[src/hw/rtl/sea_pkg.sv]
// Shared types and codes for the sector extent allocator.
// Used by sea_cell, the top level and the checker; no dependencies.
package sea_pkg;

   localparam logic [2:0] STATUS_GRANT   = 3'd0;
   localparam logic [2:0] STATUS_NOSPACE = 3'd1;
   localparam logic [2:0] STATUS_FREED   = 3'd2;
   localparam logic [2:0] STATUS_FULL    = 3'd3;
   localparam logic [2:0] STATUS_ZERO    = 3'd4;

   typedef enum logic [2:0] {
      OP_HOLD,
      OP_EVAL,
      OP_SHIFT,
      OP_TRIM,
      OP_JOIN_PREV,
      OP_JOIN_NEXT,
      OP_MERGE,
      OP_INSERT
   } cell_op_type;

   typedef struct packed {
      logic lt;
      logic overlap;
      logic join_prev;
      logic join_next;
   } cell_flag_type;

   typedef enum logic [2:0] {
      ST_IDLE,
      ST_ALLOC,
      ST_FREE_EVAL,
      ST_FREE_APPLY,
      ST_REPLY
   } state_type;

endpackage

[src/hw/rtl/sea_cell.sv]
// One slot of the free-extent chain: holds one extent and trades it with its neighbours.
// Depends on sea_pkg.
module sea_cell #(
   parameter int SW          = 16,
   parameter bit HEAD        = 1'b0,
   parameter int LAST_SECTOR = 65535
) (
   input  logic                  clock,
   input  logic                  reset,
   input  sea_pkg::cell_op_type  op,
   input  logic [SW-1:0]         cmd_first,
   input  logic [SW-1:0]         cmd_last,
   input  logic                  left_valid,
   input  logic [SW-1:0]         left_start,
   input  logic [SW-1:0]         left_end,
   input  logic                  left_lt,
   input  logic                  right_valid,
   input  logic [SW-1:0]         right_start,
   input  logic [SW-1:0]         right_end,
   input  logic                  right_lt,
   output logic                  valid,
   output logic [SW-1:0]         start_sector,
   output logic [SW-1:0]         end_sector,
   output sea_pkg::cell_flag_type flags
);
   import sea_pkg::*;

   logic          valid_ff, valid_in;
   logic [SW-1:0] start_ff, start_in;
   logic [SW-1:0] end_ff, end_in;
   logic          lt_ff, lt_in;
   logic          prev_hit, next_hit;

   assign prev_hit = lt_ff && !right_lt;
   assign next_hit = valid_ff && !lt_ff && left_lt;

   always_comb begin
      flags.lt        = lt_ff;
      flags.overlap   = (prev_hit && end_ff >= cmd_first) ||
                        (next_hit && start_ff <= cmd_last);
      flags.join_prev = prev_hit && (({1'b0, end_ff} + 1'b1) == {1'b0, cmd_first});
      flags.join_next = next_hit && (({1'b0, cmd_last} + 1'b1) == {1'b0, start_ff});
   end

   always_comb begin
      valid_in = valid_ff;
      start_in = start_ff;
      end_in   = end_ff;
      lt_in    = lt_ff;
      unique case (op)
         OP_HOLD: begin
         end
         OP_EVAL: begin
            lt_in = valid_ff && (start_ff < cmd_first);
         end
         OP_SHIFT: begin
            valid_in = right_valid;
            start_in = right_start;
            end_in   = right_end;
         end
         OP_TRIM: begin
            if (HEAD) begin
               start_in = cmd_first;
            end
         end
         OP_JOIN_PREV: begin
            if (prev_hit) begin
               end_in = cmd_last;
            end
         end
         OP_JOIN_NEXT: begin
            if (next_hit) begin
               start_in = cmd_first;
            end
         end
         OP_MERGE: begin
            if (prev_hit) begin
               end_in = right_end;
            end else if (!lt_ff) begin
               valid_in = right_valid;
               start_in = right_start;
               end_in   = right_end;
            end
         end
         OP_INSERT: begin
            if (!lt_ff) begin
               if (left_lt) begin
                  valid_in = 1'b1;
                  start_in = cmd_first;
                  end_in   = cmd_last;
               end else begin
                  valid_in = left_valid;
                  start_in = left_start;
                  end_in   = left_end;
               end
            end
         end
         default: begin
         end
      endcase
   end

   always_ff @(posedge clock) begin
      if (reset) begin
         valid_ff <= HEAD;
         start_ff <= '0;
         end_ff   <= HEAD ? SW'(LAST_SECTOR) : '0;
         lt_ff    <= 1'b0;
      end else begin
         valid_ff <= valid_in;
         start_ff <= start_in;
         end_ff   <= end_in;
         lt_ff    <= lt_in;
      end
   end

   assign valid        = valid_ff;
   assign start_sector = start_ff;
   assign end_sector   = end_ff;

endmodule

[src/hw/rtl/sector_extent_allocator_unit.sv]
// First-fit sector allocator over a sorted, coalesced chain of free-extent cells.
// Depends on sea_pkg and sea_cell.
//
// One item is in work at a time. An allocation is accepted, then grants one extent per cycle
// while the result is not stalled (up to MAX_EXTENTS): the head cell of the chain is consumed
// and the chain shifts by one cell per grant; a zero or oversized request goes to the reply.
// A free is accepted, compares its position in every cell, inserts or merges, and replies.
// The chain resets to a single extent covering the whole disk.
module sector_extent_allocator_unit #(
   parameter int MAX_EXTENTS  = 16,
   parameter int DISK_SECTORS = 65536
) (
   input  logic        clock,
   input  logic        reset,
   input  logic        req_valid,
   output logic        req_stall,
   input  logic        req_mode,
   input  logic [16:0] req_sector_count,
   input  logic [15:0] req_first_sector,
   input  logic [15:0] req_final_sector,
   output logic        rsp_valid,
   input  logic        rsp_stall,
   output logic [2:0]  rsp_status,
   output logic [15:0] rsp_extent_start,
   output logic [15:0] rsp_extent_end,
   output logic        rsp_last_of_run
);
   import sea_pkg::*;

   localparam int SW = $clog2(DISK_SECTORS);
   localparam int TW = $clog2(DISK_SECTORS + 1);
   localparam int CW = ((SW > 16) ? SW : 16) + 1;
   localparam int QW = (TW > 17) ? TW : 17;
   localparam int AW = ((SW + 1) > 17) ? (SW + 1) : 17;
   localparam logic [CW-1:0] DISK_C = CW'(DISK_SECTORS);

   state_type      state_ff, state_in;
   logic [16:0]    rem_ff, rem_in;
   logic [SW-1:0]  first_ff, first_in;
   logic [SW-1:0]  last_ff, last_in;
   logic [TW-1:0]  total_ff, total_in;
   logic [2:0]     reply_ff, reply_in;

   logic           rsp_valid_ff, rsp_valid_in;
   logic [2:0]     rsp_status_ff, rsp_status_in;
   logic [15:0]    rsp_start_ff, rsp_start_in;
   logic [15:0]    rsp_end_ff, rsp_end_in;
   logic           rsp_last_ff, rsp_last_in;

   cell_op_type    op;
   logic [SW-1:0]  cmd_first;
   logic           v_w [MAX_EXTENTS];
   logic [SW-1:0]  s_w [MAX_EXTENTS];
   logic [SW-1:0]  e_w [MAX_EXTENTS];
   cell_flag_type  f_w [MAX_EXTENTS];
   logic           lv_w [MAX_EXTENTS];
   logic [SW-1:0]  ls_w [MAX_EXTENTS];
   logic [SW-1:0]  le_w [MAX_EXTENTS];
   logic           llt_w [MAX_EXTENTS];
   logic           rv_w [MAX_EXTENTS];
   logic [SW-1:0]  rs_w [MAX_EXTENTS];
   logic [SW-1:0]  re_w [MAX_EXTENTS];
   logic           rlt_w [MAX_EXTENTS];

   logic           any_overlap, any_join_prev, any_join_next;
   logic           req_accept, out_free, req_bad;
   logic [SW:0]    head_size;
   logic [CW-1:0]  head_start_c, head_end_c, part_end_c, trim_c;
   logic [SW:0]    free_size;

   genvar gi;
   generate
      for (gi = 0; gi < MAX_EXTENTS; gi++) begin : g_cell
         if (gi == 0) begin : g_left_edge
            assign lv_w[gi]  = 1'b0;
            assign ls_w[gi]  = '0;
            assign le_w[gi]  = '0;
            assign llt_w[gi] = 1'b1;
         end else begin : g_left
            assign lv_w[gi]  = v_w[gi-1];
            assign ls_w[gi]  = s_w[gi-1];
            assign le_w[gi]  = e_w[gi-1];
            assign llt_w[gi] = f_w[gi-1].lt;
         end
         if (gi == MAX_EXTENTS - 1) begin : g_right_edge
            assign rv_w[gi]  = 1'b0;
            assign rs_w[gi]  = '0;
            assign re_w[gi]  = '0;
            assign rlt_w[gi] = 1'b0;
         end else begin : g_right
            assign rv_w[gi]  = v_w[gi+1];
            assign rs_w[gi]  = s_w[gi+1];
            assign re_w[gi]  = e_w[gi+1];
            assign rlt_w[gi] = f_w[gi+1].lt;
         end
         sea_cell #(
            .SW          (SW),
            .HEAD        (gi == 0),
            .LAST_SECTOR (DISK_SECTORS - 1)
         ) u_cell (
            .clock       (clock),
            .reset       (reset),
            .op          (op),
            .cmd_first   (cmd_first),
            .cmd_last    (last_ff),
            .left_valid  (lv_w[gi]),
            .left_start  (ls_w[gi]),
            .left_end    (le_w[gi]),
            .left_lt     (llt_w[gi]),
            .right_valid (rv_w[gi]),
            .right_start (rs_w[gi]),
            .right_end   (re_w[gi]),
            .right_lt    (rlt_w[gi]),
            .valid       (v_w[gi]),
            .start_sector(s_w[gi]),
            .end_sector  (e_w[gi]),
            .flags       (f_w[gi])
         );
      end
   endgenerate

   always_comb begin
      any_overlap   = 1'b0;
      any_join_prev = 1'b0;
      any_join_next = 1'b0;
      for (int i = 0; i < MAX_EXTENTS; i++) begin
         any_overlap   = any_overlap | f_w[i].overlap;
         any_join_prev = any_join_prev | f_w[i].join_prev;
         any_join_next = any_join_next | f_w[i].join_next;
      end
   end

   assign req_stall  = (state_ff != ST_IDLE);
   assign req_accept = req_valid && !req_stall;
   assign out_free   = !rsp_valid_ff || !rsp_stall;
   assign req_bad    = (req_final_sector < req_first_sector) ||
                       (CW'(req_final_sector) >= DISK_C);

   assign head_size    = {1'b0, e_w[0]} - {1'b0, s_w[0]} + 1'b1;
   assign head_start_c = CW'(s_w[0]);
   assign head_end_c   = CW'(e_w[0]);
   assign part_end_c   = head_start_c + CW'(rem_ff) - CW'(1);
   assign trim_c       = head_start_c + CW'(rem_ff);
   assign free_size    = {1'b0, last_ff} - {1'b0, first_ff} + 1'b1;
   assign cmd_first    = (state_ff == ST_ALLOC) ? SW'(trim_c) : first_ff;

   always_comb begin
      state_in      = state_ff;
      rem_in        = rem_ff;
      first_in      = first_ff;
      last_in       = last_ff;
      total_in      = total_ff;
      reply_in      = reply_ff;
      op            = OP_HOLD;
      rsp_valid_in  = rsp_valid_ff && rsp_stall;
      rsp_status_in = rsp_status_ff;
      rsp_start_in  = rsp_start_ff;
      rsp_end_in    = rsp_end_ff;
      rsp_last_in   = rsp_last_ff;
      unique case (state_ff)
         ST_IDLE: begin
            if (req_accept) begin
               rem_in   = req_sector_count;
               first_in = SW'(req_first_sector);
               last_in  = SW'(req_final_sector);
               if (!req_mode) begin
                  if (req_sector_count == 17'd0) begin
                     reply_in = STATUS_ZERO;
                     state_in = ST_REPLY;
                  end else if (QW'(req_sector_count) > QW'(total_ff)) begin
                     reply_in = STATUS_NOSPACE;
                     state_in = ST_REPLY;
                  end else begin
                     total_in = total_ff - TW'(req_sector_count);
                     state_in = ST_ALLOC;
                  end
               end else if (req_bad) begin
                  reply_in = STATUS_FULL;
                  state_in = ST_REPLY;
               end else begin
                  state_in = ST_FREE_EVAL;
               end
            end
         end
         ST_ALLOC: begin
            if (out_free) begin
               rsp_valid_in  = 1'b1;
               rsp_status_in = STATUS_GRANT;
               rsp_start_in  = head_start_c[15:0];
               if (AW'(head_size) > AW'(rem_ff)) begin
                  rsp_end_in  = part_end_c[15:0];
                  rsp_last_in = 1'b1;
                  op          = OP_TRIM;
                  rem_in      = '0;
                  state_in    = ST_IDLE;
               end else begin
                  rsp_end_in  = head_end_c[15:0];
                  rsp_last_in = (AW'(head_size) == AW'(rem_ff));
                  op          = OP_SHIFT;
                  rem_in      = rem_ff - 17'(head_size);
                  if (AW'(head_size) == AW'(rem_ff)) begin
                     state_in = ST_IDLE;
                  end
               end
            end
         end
         ST_FREE_EVAL: begin
            op       = OP_EVAL;
            state_in = ST_FREE_APPLY;
         end
         ST_FREE_APPLY: begin
            state_in = ST_REPLY;
            priority if (any_overlap) begin
               reply_in = STATUS_FULL;
            end else if (any_join_prev && any_join_next) begin
               op       = OP_MERGE;
               reply_in = STATUS_FREED;
               total_in = total_ff + TW'(free_size);
            end else if (any_join_prev) begin
               op       = OP_JOIN_PREV;
               reply_in = STATUS_FREED;
               total_in = total_ff + TW'(free_size);
            end else if (any_join_next) begin
               op       = OP_JOIN_NEXT;
               reply_in = STATUS_FREED;
               total_in = total_ff + TW'(free_size);
            end else if (v_w[MAX_EXTENTS-1]) begin
               reply_in = STATUS_FULL;
            end else begin
               op       = OP_INSERT;
               reply_in = STATUS_FREED;
               total_in = total_ff + TW'(free_size);
            end
         end
         ST_REPLY: begin
            if (out_free) begin
               rsp_valid_in  = 1'b1;
               rsp_status_in = reply_ff;
               rsp_start_in  = '0;
               rsp_end_in    = '0;
               rsp_last_in   = 1'b1;
               state_in      = ST_IDLE;
            end
         end
         default: begin
            state_in = ST_IDLE;
         end
      endcase
   end

   always_ff @(posedge clock) begin
      if (reset) begin
         state_ff     <= ST_IDLE;
         total_ff     <= TW'(DISK_SECTORS);
         rsp_valid_ff <= 1'b0;
      end else begin
         state_ff     <= state_in;
         total_ff     <= total_in;
         rsp_valid_ff <= rsp_valid_in;
      end
   end

   always_ff @(posedge clock) begin
      rem_ff        <= rem_in;
      first_ff      <= first_in;
      last_ff       <= last_in;
      reply_ff      <= reply_in;
      rsp_status_ff <= rsp_status_in;
      rsp_start_ff  <= rsp_start_in;
      rsp_end_ff    <= rsp_end_in;
      rsp_last_ff   <= rsp_last_in;
   end

   assign rsp_valid        = rsp_valid_ff;
   assign rsp_status       = rsp_status_ff;
   assign rsp_extent_start = rsp_start_ff;
   assign rsp_extent_end   = rsp_end_ff;
   assign rsp_last_of_run  = rsp_last_ff;

endmodule

[config.mk]
export PLATFORM = sky130hd
export DESIGN_NAME = sector_extent_allocator_unit
export DESIGN_NICKNAME = d
export VERILOG_FILES = /design/src/hw/rtl/sea_pkg.sv /design/src/hw/rtl/sea_cell.sv /design/src/hw/rtl/sector_extent_allocator_unit.sv
export SDC_FILE = /design/constraint.sdc
export NUM_CORES = 2
export LEC_CHECK = 0
export ABC_CLOCK_PERIOD_IN_PS = 19700
export BUFFER_PORTS_ARGS = -buffer_cell sky130_fd_sc_hd__buf_4
export CAP_MARGIN = 0
export CELL_PAD_IN_SITES_DETAIL_PLACEMENT = 1
export CELL_PAD_IN_SITES_GLOBAL_PLACEMENT = 2
export CORE_ASPECT_RATIO = 1.4
export CORE_MARGIN = 4
export CORE_UTILIZATION = 40
export CTS_BUF_LIST = sky130_fd_sc_hd__clkbuf_8
export DETAILED_ROUTE_END_ITERATION = 8
export PLACE_DENSITY_LB_ADDON = 0.05
export SYNTH_ARGS = -nofsm -noshare
export SYNTH_HDL_FRONTEND = slang
export SYNTH_HIERARCHICAL = 1
export SYNTH_SLANG_ARGS = --single-unit
export TNS_END_PERCENT = 30
[constraint.sdc]
create_clock -name clock -period 19.7 [get_ports clock]
set_input_delay 3.94 -clock clock [delete_from_list [all_inputs] [get_ports clock]]
set_output_delay 3.94 -clock clock [all_outputs]
set_load 0.02 [all_outputs]
# Yosys cells after proc, flatten, opt, wreduce, memory -nomap -nowiden

Cells that the tools add are included.

Output and inout port bits: 38
Bits in read-only memories: 0
Memory bits (writable): 0
Memories kept: 0
Register bits: 653
Latch bits: 0

Div/mod/pow operators: 0
Multiply operators: 0
Reduce and logical (&&, ||, !) cells: 232
$lt $le $gt $ge: 51
Bitwise operators: 45
Shifts and indexed selects: 0
Muxes and demuxes: 323
Eq/ne operators: 149
Add/subtract/negate cells: 26

Operators by type and width:

| kind                    | number |
|---|---|
| $mux W16                | 160 |
| $pmux W16 S4            | 30 |
| $eq A17 B16 Y1          | 32 |
| $add A16 B1 Y17 const B | 17 |
| $lt A16 B16 Y1          | 17 |
| $ge A16 B16 Y1          | 16 |
| $le A16 B16 Y1          | 16 |
| $mux W17                | 12 |
| $reduce_and A4 Y1       | 33 |
| $logic_and A1 B1 Y1     | 129 |
| $ne A2 B2 Y1 const B    | 54 |
| $pmux W16 S5            | 1 |
| $reduce_and A5 Y1       | 15 |
| $mux W1                 | 73 |
| $pmux W17 S2            | 2 |
| $ne A2 B1 Y1 const B    | 32 |
| $pmux W16 S2            | 2 |
| $mux W3                 | 20 |
| $ne A3 B3 Y1 const B    | 16 |
| $pmux W1 S3             | 16 |
| $pmux W16 S3            | 1 |
| $or A1 B1 Y1            | 45 |
| $add A17 B1 Y17 const B | 2 |
| $gt A17 B17 Y1          | 2 |
| other kinds (29)        | 83 |

# Longest topological paths before layout

Depth in word-level cells: 28
Mapped depth: 30

# Modules after synthesis

The synthesis kept the hierarchy.

Modules (own cells, without submodules):

| module                            | instances | area an instance (sq um) | cells an instance |
|---|---|---|---|
| sea_cell at g_cell[10].u_cell ... | 15        | 3,963.8                  | 537 |
| sector_extent_allocator_unit      | 1         | 9,664.3                  | 1,078 |
| sea_cell at g_cell[0].u_cell      | 1         | 3,848.7                  | 490 |

# Worst setup path before layout

No wires, ideal clock.

Kind: flip-flop to flip-flop
Start point: reg rem_ff[0]
End point: reg g_cell[0].u_cell.start_ff[8]
Library setup time: 100 ps
Stages on the path, launching flop included: 28
Path slack: 4,471 ps
Data required time: 19,600 ps
Arrival time: 15,129 ps
Buffers on the path: 2
Clock period less this slack: 15,229 ps
Cell sequence: edfxtp_1 ha_1 fa_1 a21oi_1 o221ai_1 a21o_1 a21oi_1 xor2_1 o21ai_0 inv_1 ha_1 a21o_1 a21o_1 a21oi_1 o21ai_0 a21oi_1 o22ai_1 nor4_1 nand3_1 nor2_1 nand2_1 o22ai_1 clkbuf_1 o21ai_1 a31oi_1 clkbuf_1 a222oi_1 a211oi_1

RTL lines:

| item                   | line                                | source |
|---|---|---|
| from (decl)            | sector_extent_allocator_unit.sv:38  | `logic [16:0] rem_ff, rem_in;` |
| from (signal assigned) | sector_extent_allocator_unit.sv:264 | `rem_ff <= rem_in;` |
| to (signal assigned)   | sea_cell.sv:111                     | `start_ff <= start_in;` |
| to (decl)              | sea_cell.sv:29                      | `logic [SW-1:0] start_ff, start_in;` |

==> reports/metrics.csv <==
stage,metric,value,unit
run_status,status,finished with violations,
run_status,violations,design-rule violations,
cts,post_cts_resized,0,
timing,fin_tns_setup,0,ns
timing,fin_hold_ws,0.504,ns
floorplan,io_pins,92,
timing,hold_violations,0,
route,finalWirelength,365,mm
synth,synth_ff_type,dfxtp_1,
cts,cts_hold_buf,0,
timing,worstMarginPinSlew,1.35,ns
place,placedCellCount,11900,
setup_path,crit_start,g_cell[0].u_cell/start_sector[8]$_SDFFE_PP0P_,
run,cap_violations,0,
setup_path,worst_setup_path_end_kind,flop,
timing,setup_viol,0,
global_routing,grt_pass1_vias,81200,
synth,yosys_warnings,6,
synth,synth_common_cells,"nor2_1, ha_1, a21oi_1, inv_1, a211oi_1",
synth,synthArstFlopShare,0,%
synth,yosysTopAreaCell,dfxtp_1,
final_layout,multiInputGateArea,55000,µm²
route,dr.first_iter.drc_count,7282,
timing,fin_crit_sh,53.0,%
floorplan,die_y,513,µm
route,drt_first_pass_iters,9,
synth,synthTopCellsByArea,"dfxtp_1, ha_1, nor2_1",
place,dpl.hpwl,262,mm
cts,cts_sinks,653,
hold_path,hold_class,flop to flop,
setup_path,r2r_start,g_cell[0].u_cell/start_sector[8]$_SDFFE_PP0P_,
synth,yosysTopAreaCellShare,15.5,%
setup_path,r2r_end,g_cell[2].u_cell/end_sector[4]$_SDFFE_PP0P_,
setup_path,crit_type,flop to flop,
route,drc,12,
synth,syn_area_per_cell,7.58,µm²
route,detail-route-antenna-nets,0,
setup_path,arrival,11.24,ns
timing,fmax,95.8,MHz
synth,seq_area_frac_synth,19.1,%
cts,clk_latency,0.95,ns
synth,synthesis.area,73000,µm²
route,vias,79600,
power_and_ir_drop,p_total,6.55,mW
power_and_ir_drop,power_density,82.3,nW/µm²
timing,rsz0062_at_grt,false,
place,gp_congestion,0.919,
timing,slew_viol_final,0,
cts,cts_buffer_depth,3,
cts,post_cts_buffers,0,
cts,ctsHtreeMaxLevel,4,
cts,root_buffer,clkbuf_8,
power_and_ir_drop,peakVddDrop,135,µV
global_routing,grt_max_degree,96,
floorplan,die-area,189000,µm²
global_routing,grt_pass1_wl,532,mm
timing,relSlewSlack,9.58,%
power_and_ir_drop,p_leak,32.2,nW
floorplan,fp-row-count,185,
synth,synth_most_common_cell,nor2_1,
floorplan,die_x,369,µm
setup_path,startpoint_type,flop,
setup_path,endpoint,g_cell[2].u_cell/end_sector[4]$_SDFFE_PP0P_,
global_routing,grt_overflow,0,
floorplan,core,181000,µm²
final_layout,nNetsFinal,10500,
global_routing,antenna_found_initial,5,
setup_path,worstPathMaxFanout,39,
final_layout,final_util,43.9,%
setup_path,reg2reg_depth,26,
synth,postSynthCellCount,9623,
setup_path,cp.required,20.51,ns
final_layout,fillers,22500,
place,port_buffers,91,
global_routing,grtUsageTotal,36.9,%
setup_path,regToRegSetupSlack,9.27,ns
final_layout,fin_cells,12100,
route,wl_per_cell,30.1,µm
synth,synth_edf_count,88,
cts,cts_buffers,130,
floorplan,start_util,40.2,%
final_layout,seqCellArea,14000,µm²
route,vias_per_cell,6.58,
final_layout,drive_gt1_share,7.09,%
synth,ys_ff_latch,653,
final_layout,area_growth,9.11,%
cts,cts_tree,done,
timing,skew,0.0588,ns
synth,synthDistinctLibCells,91,
cts,clk_pin_slew,0.07,ns
hold_path,worstHoldPathCells,2,
timing,min_period,10.43,ns
[worst max-delay path, cell delays in order, from the launching register on]
cell	delay [ns]
dfxtp_1	0.46
ha_1	0.45
nand3_1	0.12
nand2_1	0.16
and4b_1	0.24
or4_1	0.55
nand3b_1	0.11
xor2_1	0.40
mux2_4	0.81
buf_4	0.48
inv_1	0.18
ha_1	0.36
a21o_1	0.20
a21o_1	0.17
a21oi_1	0.16
o21ai_0	0.10
a21oi_1	0.11
o22ai_1	0.34
nor4_1	0.75
nand2_1	0.41
o32ai_4	0.39
buf_4	0.38
buf_4	0.46
nor2b_2	1.01
and2_0	0.89
a222oi_1	0.17
a211oi_1	0.33
[layout make-up]
type | count | area share (%)
multi-input cells | 7833 | 69.0
flip-flops and latches | 653 | 17.5
well taps | 2431 | 3.82
inverters | 675 | 3.18
clock buffers | 165 | 2.85
repair buffers | 265 | 2.70
clock inverters | 73 | 0.863
diodes | 8 | 0.0251
[metal layers]
layer	vias up	track usage, %	wire, µm
li1	35900	-	-
met1	39700	41.9	140000
met2	2931	63.1	173000
met3	1168	5.08	20500
met4	2	27.2	31300
met5	-	0	15
[how the worst min path moves through the flow]
stage | from | endpoint | slack (ns)
global route | total_ff[2]$_SDFFE_PP0P_ | total_ff[2]$_SDFFE_PP0P_ | 0.56
CTS | total_ff[0]$_SDFFE_PP0P_ | total_ff[0]$_SDFFE_PP0P_ | 0.52
finish | total_ff[0]$_SDFFE_PP0P_ | total_ff[0]$_SDFFE_PP0P_ | 0.50
floorplan | total_ff[0]$_SDFFE_PP0P_ | total_ff[0]$_SDFFE_PP0P_ | 0.46
global placement | total_ff[0]$_SDFFE_PP0P_ | total_ff[0]$_SDFFE_PP0P_ | 0.48
detailed placement | total_ff[0]$_SDFFE_PP0P_ | total_ff[0]$_SDFFE_PP0P_ | 0.50
[cell families (layout without fill, tap and decap cells)]
kind of cell / after synthesis / count (layout) / share of synthesized area, %
buffers and inverters: 1207 / 1178 / 6.42
AOI/OAI and AO/OA: 2812 / 2812 / 27.0
other: 2 / 80 / 0.0103
xor gates and xnor gates: 598 / 598 / 7.57
adders and majority gates: 918 / 918 / 15.9
and+or+nand+nor: 3349 / 3349 / 22.8
muxes: 84 / 84 / 1.17
DFF: 653 / 653 / 19.1
[cells in the final DEF, fill, tap and decap left out, drive strengths merged, types with 195 or more instances in the layout]
| master | n |
|---|---|
| a211oi | 627 |
| dfxtp | 565 |
| inv | 711 |
| o21ai | 229 |
| nand3 | 306 |
| nand4 | 260 |
| xor2 | 195 |
| a21oi | 792 |
| nor3 | 220 |
| a222oi | 272 |
| a21o | 294 |
| xnor2 | 403 |
| buf | 265 |
| nor2 | 1295 |
| nand2 | 422 |
| ha | 898 |
[registers in the layout, indices dropped and copies added (netlist names)]
register,cells
g_cell.u_cell/end_sector,256
g_cell.u_cell/start_sector,256
rem_ff,17
total_ff,17
first_ff,16
g_cell.u_cell/lt_ff,16
g_cell.u_cell/valid,16
last_ff,16
rsp_extent_end,16
rsp_extent_start,16
reply_ff,3
rsp_status,3
state_ff,3
rsp_last_of_run,1
rsp_valid,1
[stage by stage]
stage                     setup WS, ns  instance area [µm²]
final                             9.27                79600
after detailed placement          9.56                76600
after floorplan                   4.47                73200
after CTS                         9.51                79600
after global routing              8.92                79600
after global placement            9.83                76600
[where the power goes]
| group | internal, mW | switching, mW | total, mW |
|---|---|---|---|
| sequential | 1.48 | 0.302 | 1.78 |
| combinational | 1.10 | 2.01 | 3.11 |
| clock | 0.910 | 0.749 | 1.66 |
No activity file was read; power rests on OpenSTA's default activity.
